<file path="config.mk">
export PLATFORM = sky130hd
export DESIGN_NAME = pcrrip_ram
export DESIGN_NICKNAME = d
export VERILOG_FILES = /design/src/hw/rtl/assert_macros.svh /design/src/hw/rtl/pcrrip_ram.sv
export SDC_FILE = /design/constraint.sdc
export NUM_CORES = 1
export LEC_CHECK = 0
export BUFFER_PORTS_ARGS = -buffer_cell sky130_fd_sc_hd__buf_2
export CAP_MARGIN = 40
export CORE_MARGIN = 5
export CORE_UTILIZATION = 30
export DETAILED_ROUTE_END_ITERATION = 8
export GPL_TIMING_DRIVEN = 0
export HOLD_SLACK_MARGIN = 0.02
export PLACE_DENSITY_LB_ADDON = 0.2
export SYNTH_ARGS = -nofsm -noshare
export SYNTH_HDL_FRONTEND = slang
export SYNTH_SLANG_ARGS = --single-unit
</file>
<file path="constraint.sdc">
create_clock -name i_clk -period 2.2 [get_ports i_clk]
set_input_delay 0 -clock i_clk [delete_from_list [all_inputs] [get_ports i_clk]]
set_output_delay 0 -clock i_clk [all_outputs]
set_load 0.1 [all_outputs]
</file>
<file path="src/hw/rtl/assert_macros.svh">
// Assertion macros for the RTL; the replacement core includes them.
`ifndef ASSERT_MACROS_SVH
`define ASSERT_MACROS_SVH

`ifndef NO_ASSERTIONS

// Check a property at every clock edge outside reset.
`define PCR_ASSERT(label, clk, rst_n, prop, msg) \
    label: assert property (@(posedge clk) disable iff (!rst_n) prop) else $error(msg);

// Check a property at every clock edge, reset included.
`define PCR_ASSERT_ALWAYS(label, clk, prop, msg) \
    label: assert property (@(posedge clk) prop) else $error(msg);

`else

`define PCR_ASSERT(label, clk, rst_n, prop, msg)
`define PCR_ASSERT_ALWAYS(label, clk, prop, msg)

`endif

`endif

</file>
<file path="src/hw/rtl/pcrrip_ram.sv">
// Generic simple dual-port RAM with registered read.
module pcrrip_ram #(
    parameter int WIDTH = 8,
    parameter int DEPTH = 16
) (
    input  logic                                     i_clk,
    input  logic                                     i_we,
    input  logic [((DEPTH > 1) ? $clog2(DEPTH) : 1)-1:0] i_waddr,
    input  logic [WIDTH-1:0]                         i_wdata,
    input  logic [((DEPTH > 1) ? $clog2(DEPTH) : 1)-1:0] i_raddr,
    output logic [WIDTH-1:0]                         o_rdata
);
    logic [WIDTH-1:0] mem [DEPTH];

    always_ff @(posedge i_clk) begin
        if (i_we) begin
            mem[i_waddr] <= i_wdata;
        end
        o_rdata <= mem[i_raddr];
    end
endmodule

</file>
Word-level counts from Yosys, hierarchy flattened
Memories as Yosys holds them, arrays and structs flattened. A register that Yosys moved wholly into a read port is not among the register bits.
Index checks and enable logic that the tools add are counted.
Storage, ports and cells
  bits in writable memories: 128
  register bits after elaboration: 0
  memories: 1
  output and inout port bits: 8
  word-level logic and storage cells: 3
Memories
  mem: depth 16, bits a word 8, rd ports 1, clocked after memory_dff 1, wr ports 1, RTL line pcrrip_ram.sv:13  | logic [WIDTH-1:0] mem [DEPTH];
Cells by class
  multiplexer cells: 2
Operator list (number)
  $mux W1: 2

Logic depth before layout (Yosys ltp)
Gate-level depths: netlist (run 1).
  word-level depth: 2
  mapped depth: 5
  depth with buffers taken out: 3

Least setup slack after synthesis (run 1)
No wires, ideal clock.
  kind: input to register
  start point: input port i_waddr[2] (netlist name)
  end point: memory mem[0][0] (enable)
  data required time: 1.817 ns
  arrival: 1.110 ns
  slack: 0.707 ns
  library setup time: 0.383 ns
  stages: 2
  path through: or3b_2 -> nor3_1
RTL lines
  from (decl): RTL line pcrrip_ram.sv:8  | input logic [((DEPTH > 1) ? $clog2(DEPTH) : 1)-1:0] i_waddr,
  to (decl): RTL line pcrrip_ram.sv:13
No word-level cell before the write port.

==> impl_metrics.yaml, run 1 <==
cts:
  cts_tree: "built"
  postCtsResizedCells: 0
  cts_inserted_buffers: 17
  cts_max_path_buffers: 2
  clk_latency_ns: 0.42
  h-tree-depth: 4
  clockRootBuffer: "clkbuf_16"
  cts_sinks: 136
  clkSlewWorstSetupHoldPaths_ns: 0.05
sta:
  final-setup-viol-count: 0
  rsz0062_at_grt: "false"
  slew_viol_final: 0
  fin_setup_tns_ns: 0
  fin_skew_ns: 0.00536
  fin_crit_sh_pct: 64.8
  fmax_mhz: 702
  tightest_slew_ns: 0.843
  hold_viol: 0
  slew_headroom_pct: 43.6
  finalCriticalPeriod_ns: 1.42
pwr:
  p_per_area_nw_per_um2: 955
  ir_worst_vdd_v: 0.000563
  leakage_uw: 0.00209
min_path:
  hold_path.class: "input port to flop"
setup_path:
  cp.depth: 3
  path_delay_family: "multiplexers"
  critPathCaptureType: "flop"
  r2r_cells: 3
  critPathSlowestCell: "mux4_2"
  crit_fanout: 1
  cpPeakStageDelay_ns: 0.49
  worstSetupStartpointType: "flop"
  r2r-start: "mem[12][0]"
  r2r_slack_ns: 0.78
  crit_end: "o_rdata[0]"
  cp_cell_sequence: "mux4_2 -> a22oi_1 -> nand2_1"
  worstReg2RegEnd: "o_rdata[0]"
  criticalPathCategory: "flop to flop"
  crit_required_ns: 2.49
  cp-startpoint: "mem[12][0]"
  cp.arrival_ns: 1.71
  crit_buf_inv: 0
detailed_routing:
  post_drt_wl_per_cell_um: 21.1
  wl_met3_um: 412
  wl_um: 11000
  wl_met2_um: 5330
  top_layer: "met4"
  drt_first_pass_iters: 4
  drc: 0
  drt-met1-wl_um: 5020
  via_per_inst: 4.66
  drt_iter0_drc: 192
  vias: 2430
  antenna_left: 0
layout:
  drive_above_1_share_pct: 29.9
  area_delta_synth_final_pct: 21.1
  fin_area_um2: 6240
  antenna_cells: 0
  mostFrequentLayoutCells: "edfxtp_1, buf_2, mux4_2"
  layout.nets: 307
  mostFrequentLayoutCell: "edfxtp_1"
floorplanning:
  start_util_pct: 30.8
  dieArea_um2: 19900
  fp.dieW_um: 141
  die_h_um: 141
  rows: 47
  core_um2: 16700
  ios: 26
global_route:
  grt_max_degree: 17
  grt_overflow: 0
  antenna_found_initial: 0
  track_usage_pct: 11.7
  grt_pass1_vias: 2493
  grt_pass1_wl_um: 16200
run_status:
  outcome: "finished, final reports clean"
synthesis:
  yosysUniqueCellTypes: 19
  yosysSeqAreaShare_pct: 77.8
  ys_ff_latch: 136
  syn_inst: 229
  synth_nets: 247
  syn_area_um2: 5150
  synth_area_per_cell_um2: 22.5
  ys.warnings.count: 0
place:
  gp_congestion: 0.721
  hpwl_um: 7100
  dpl_cell_area_um2: 5610
  port_buffers: 24
flow_run:
  drv_cap: 0
cells in the mapped netlist:
cell type	instances	area (µm²)
buf_2	3	15.0
nand3b_1	2	15.0
buf_6	3	33.8
and2b_1	1	7.51
dfxtp_1	8	160
clkdlybuf4s25_2	3	30.0
a22oi_1	16	120
nor3_1	4	20.0
edfxtp_1	128	3840
mux4_1	14	368
mux4_2	18	405
nor2_1	13	48.8
or3b_2	1	8.76
nor2b_1	1	6.26
nand2b_1	2	12.5
and2_1	1	6.26
nand3_1	1	5.00
buf_4	1	7.51
nand2_1	9	33.8
per-stage QoR:
stage / power [µW] / setup slack (ns) / hold slack (ns) / util, % / instances
floorplan: 3240 / 0.707 / 0.0989 / - / 229
global placement: 3370 / -0.00264 / 0.412 / 33.2 / 473
detailed placement: 3380 / 0.450 / 0.420 / 33.6 / 481
CTS: 6020 / 0.738 / 0.0646 / 37.3 / 520
global route: 6150 / 0.711 / 0.0807 / 37.3 / 521
finish: 5960 / 0.775 / 0.0726 / 37.3 / 521
flip-flops by register name, summed over array words and instances (netlist names):
name,flops
o_rdata,8
mem,128
what timing repair did:
item,in CTS,in global routing
buffers inserted,0,0
hold endpoints to repair,128,0
hold buffers,8,0
power breakdown:
part / internal (µW) / switching [µW]
clock: 1630 / 992
combinational: 127 / 293
sequential: 2900 / 12.0
layer usage:
metal  global-route usage, %  vias up
met5                       0        -
met1                    15.4     1271
met3                    3.18       14
met2                    18.2       54
met4                    5.66        0
li1                        -     1091
kinds of logic (layout without fill, tap and decap cells):
family	count (synthesis)	count (layout)	share of synthesized area (%)
and+or+nand+nor	35	35	3.18
DFF	136	136	77.8
muxes	32	32	15.0
buffers and inverters	10	82	1.68
AOI/OAI and AO/OA	16	16	2.33
final cells by class:
class,count,area (µm²)
repair buffers,41,265
multi-input cells,83,1060
plain buffers,10,86.3
well taps,220,275
fillers,1539,10500
clock buffers,19,433
clock inverters,12,110
flip-flops and latches,136,4000
worst min-delay path by stage:
stage	startpoint	end	slack, ns	cells after the start
floorplan	i_wdata[0]	mem[0][0]	0.1	0
global placement	i_wdata[6]	mem[6][6]	0.41	1
detailed placement	i_wdata[5]	mem[5][5]	0.42	1
CTS	i_waddr[0]	mem[4][5]	0.06	2
global route	i_waddr[1]	mem[4][1]	0.08	2
finish	i_waddr[0]	mem[4][1]	0.07	2
(Power assumes the default switching activity.)
==> run 2, diff against run 1 <==
- clock period: 2.2 -> 1.3 ns (I/O delays scaled with it)
==> impl_metrics.yaml, run 2 (synthesis gave the netlist of run 1 again) <==
cts:
  cts_max_path_buffers: 2
  clkSlewWorstSetupHoldPaths_ns: 0.06
  cts_inserted_buffers: 17
  cts_tree: "built"
  clk_latency_ns: 0.41
  clockRootBuffer: "clkbuf_16"
  h-tree-depth: 4
  cts_sinks: 136
floorplanning:
  die_h_um: 141
  rows: 47
  dieArea_um2: 19900
  fp.dieW_um: 141
  start_util_pct: 30.8
  core_um2: 16700
  ios: 26
sta:
  tightest_slew_ns: 0.844
  finalCriticalPeriod_ns: 1.35
  hold_ws_ns: 0.0681
  final-setup-viol-count: 2
  fin_skew_ns: 0.00755
  rsz0062_at_grt: "true"
  hold_viol: 0
  timing.final.ws_setup_ns: -0.0546
  fin_crit_sh_pct: 104
  slew_headroom_pct: 43.5
  fmax_mhz: 738
  slew_viol_final: 0
layout:
  drive_above_1_share_pct: 33.6
  largest-register: "mem"
  area_delta_synth_final_pct: 22.0
  layout.nets: 303
  mostFrequentLayoutCells: "edfxtp_1, buf_2, mux4_2"
  instances_no_fill: 518
  seq_area_um2: 4000
  mostFrequentLayoutCell: "edfxtp_1"
  multi_input_area_um2: 1100
  fill_cells: 1555
  antenna_cells: 0
  reg_top3: "mem (128), o_rdata (8)"
  largest_reg_flops: 128
setup_path:
  worstSetupStartpointType: "flop"
  critPathCaptureType: "flop"
  crit_fanout: 1
  cp.arrival_ns: 1.64
  crit_required_ns: 1.59
  criticalPathCategory: "flop to flop"
pwr:
  p_sw_share_pct: 21.4
  intPower_uw: 8080
  ir_worst_vdd_v: 0.000909
  leakage_uw: 0.00207
  clockPowerShare_pct: 44.9
  p_per_area_nw_per_um2: 1640
  combPwrFrac_pct: 7.2
  p_total_uw: 10300
  switchingPower_uw: 2200
  power_frac_seq_pct: 47.9
place:
  gp_congestion: 0.677
  port_buffers: 24
  hpwl_um: 7110
  placed_cells_incl_taps: 478
  pre_cts_ws_ns: -0.468
detailed_routing:
  drt_first_pass_iters: 4
  via_per_inst: 4.57
  wl_um: 11000
  post_drt_wl_per_cell_um: 21.3
  drt_iter0_drc: 172
  vias: 2367
  drc: 0
  antenna_left: 0
global_route:
  track_usage_pct: 11.8
  antenna_found_initial: 0
  grt_pass1_wl_um: 16300
  grt_max_degree: 17
  grt_pass1_vias: 2479
  grt_overflow: 0
flow_run:
  drv_cap: 0
run_status:
  outcome: "finished with violations"
  violations: "setup timing"
min_path:
  hold_path.class: "input port to flop"
[run 2: cell count changes in the layout (fill, tap and decap cells not counted), sizes merged]
cell	before	now
buf	40	36
clkbuf	19	23
clkinv	9	6
[run 2: worst paths after layout]
kind	from	end	slack, ns	cells after the start
setup / recovery	mem[14][0]	o_rdata[0]	-0.05	3
hold / removal	i_raddr[1]	o_rdata[0]	0.07	4
setup reg to reg	mem[14][0]	o_rdata[0]	-0.05	3
hold reg to reg	mem[11][1]	o_rdata[1]	0.68	3
[run 2: what timing repair did]
item,4_1_cts,5_1_grt
buffers inserted,0,0
endpoints found under the setup margin,20,16
pin swaps,4,3
gates resized for setup,11,4
hold endpoints to repair,119,0
hold buffers,8,0
[run 2: power by group through the flow]
stage               registers, µW  logic [µW]  clock network (µW)
global route                 4930         782                4930
detailed placement           5020         707                   0
finish                       4930         737                4620
CTS                          4930         743                4720
global placement             5010         695                   0
floorplan                    5230         249                   0
[run 2: worst max-delay path, stage by stage (launching register included)]
cell	delay (ns)
edfxtp_1	0.36
mux4_2	0.53
a22oi_2	0.25
nand2_1	0.09
[run 2: final cells by class]
class                      instances  area share, %
buffer                            10           1.38
clock buffer                      23           7.61
clock inverter                     9           1.57
multi-input combinational         83           17.5
sequential                       136           63.8
tap                              220           4.38
timing repair buffer              37           3.75
[run 2: routing by layer]
metal | vias to the layer above | global-route usage [%] | part of all wire [%]
met2 | 37 | 18.5 | 49
met3 | 8 | 2.98 | 3.1
met4 | 0 | 5.35 | 1.2
li1 | 1082 | - | -
met5 | - | 0 | 0
met1 | 1240 | 15.5 | 46
[run 2: metrics by stage]
step	utilization (%)	cell area (µm²)	TNS [ns]
2_1_floorplan	-	5150	0
3_3_place_gp	33.2	5550	-35.95
3_5_place_dp	33.4	5580	-21.57
4_1_cts	37.5	6270	-0.236
5_1_grt	37.6	6280	-0.331
6_report	37.6	6280	-0.0999
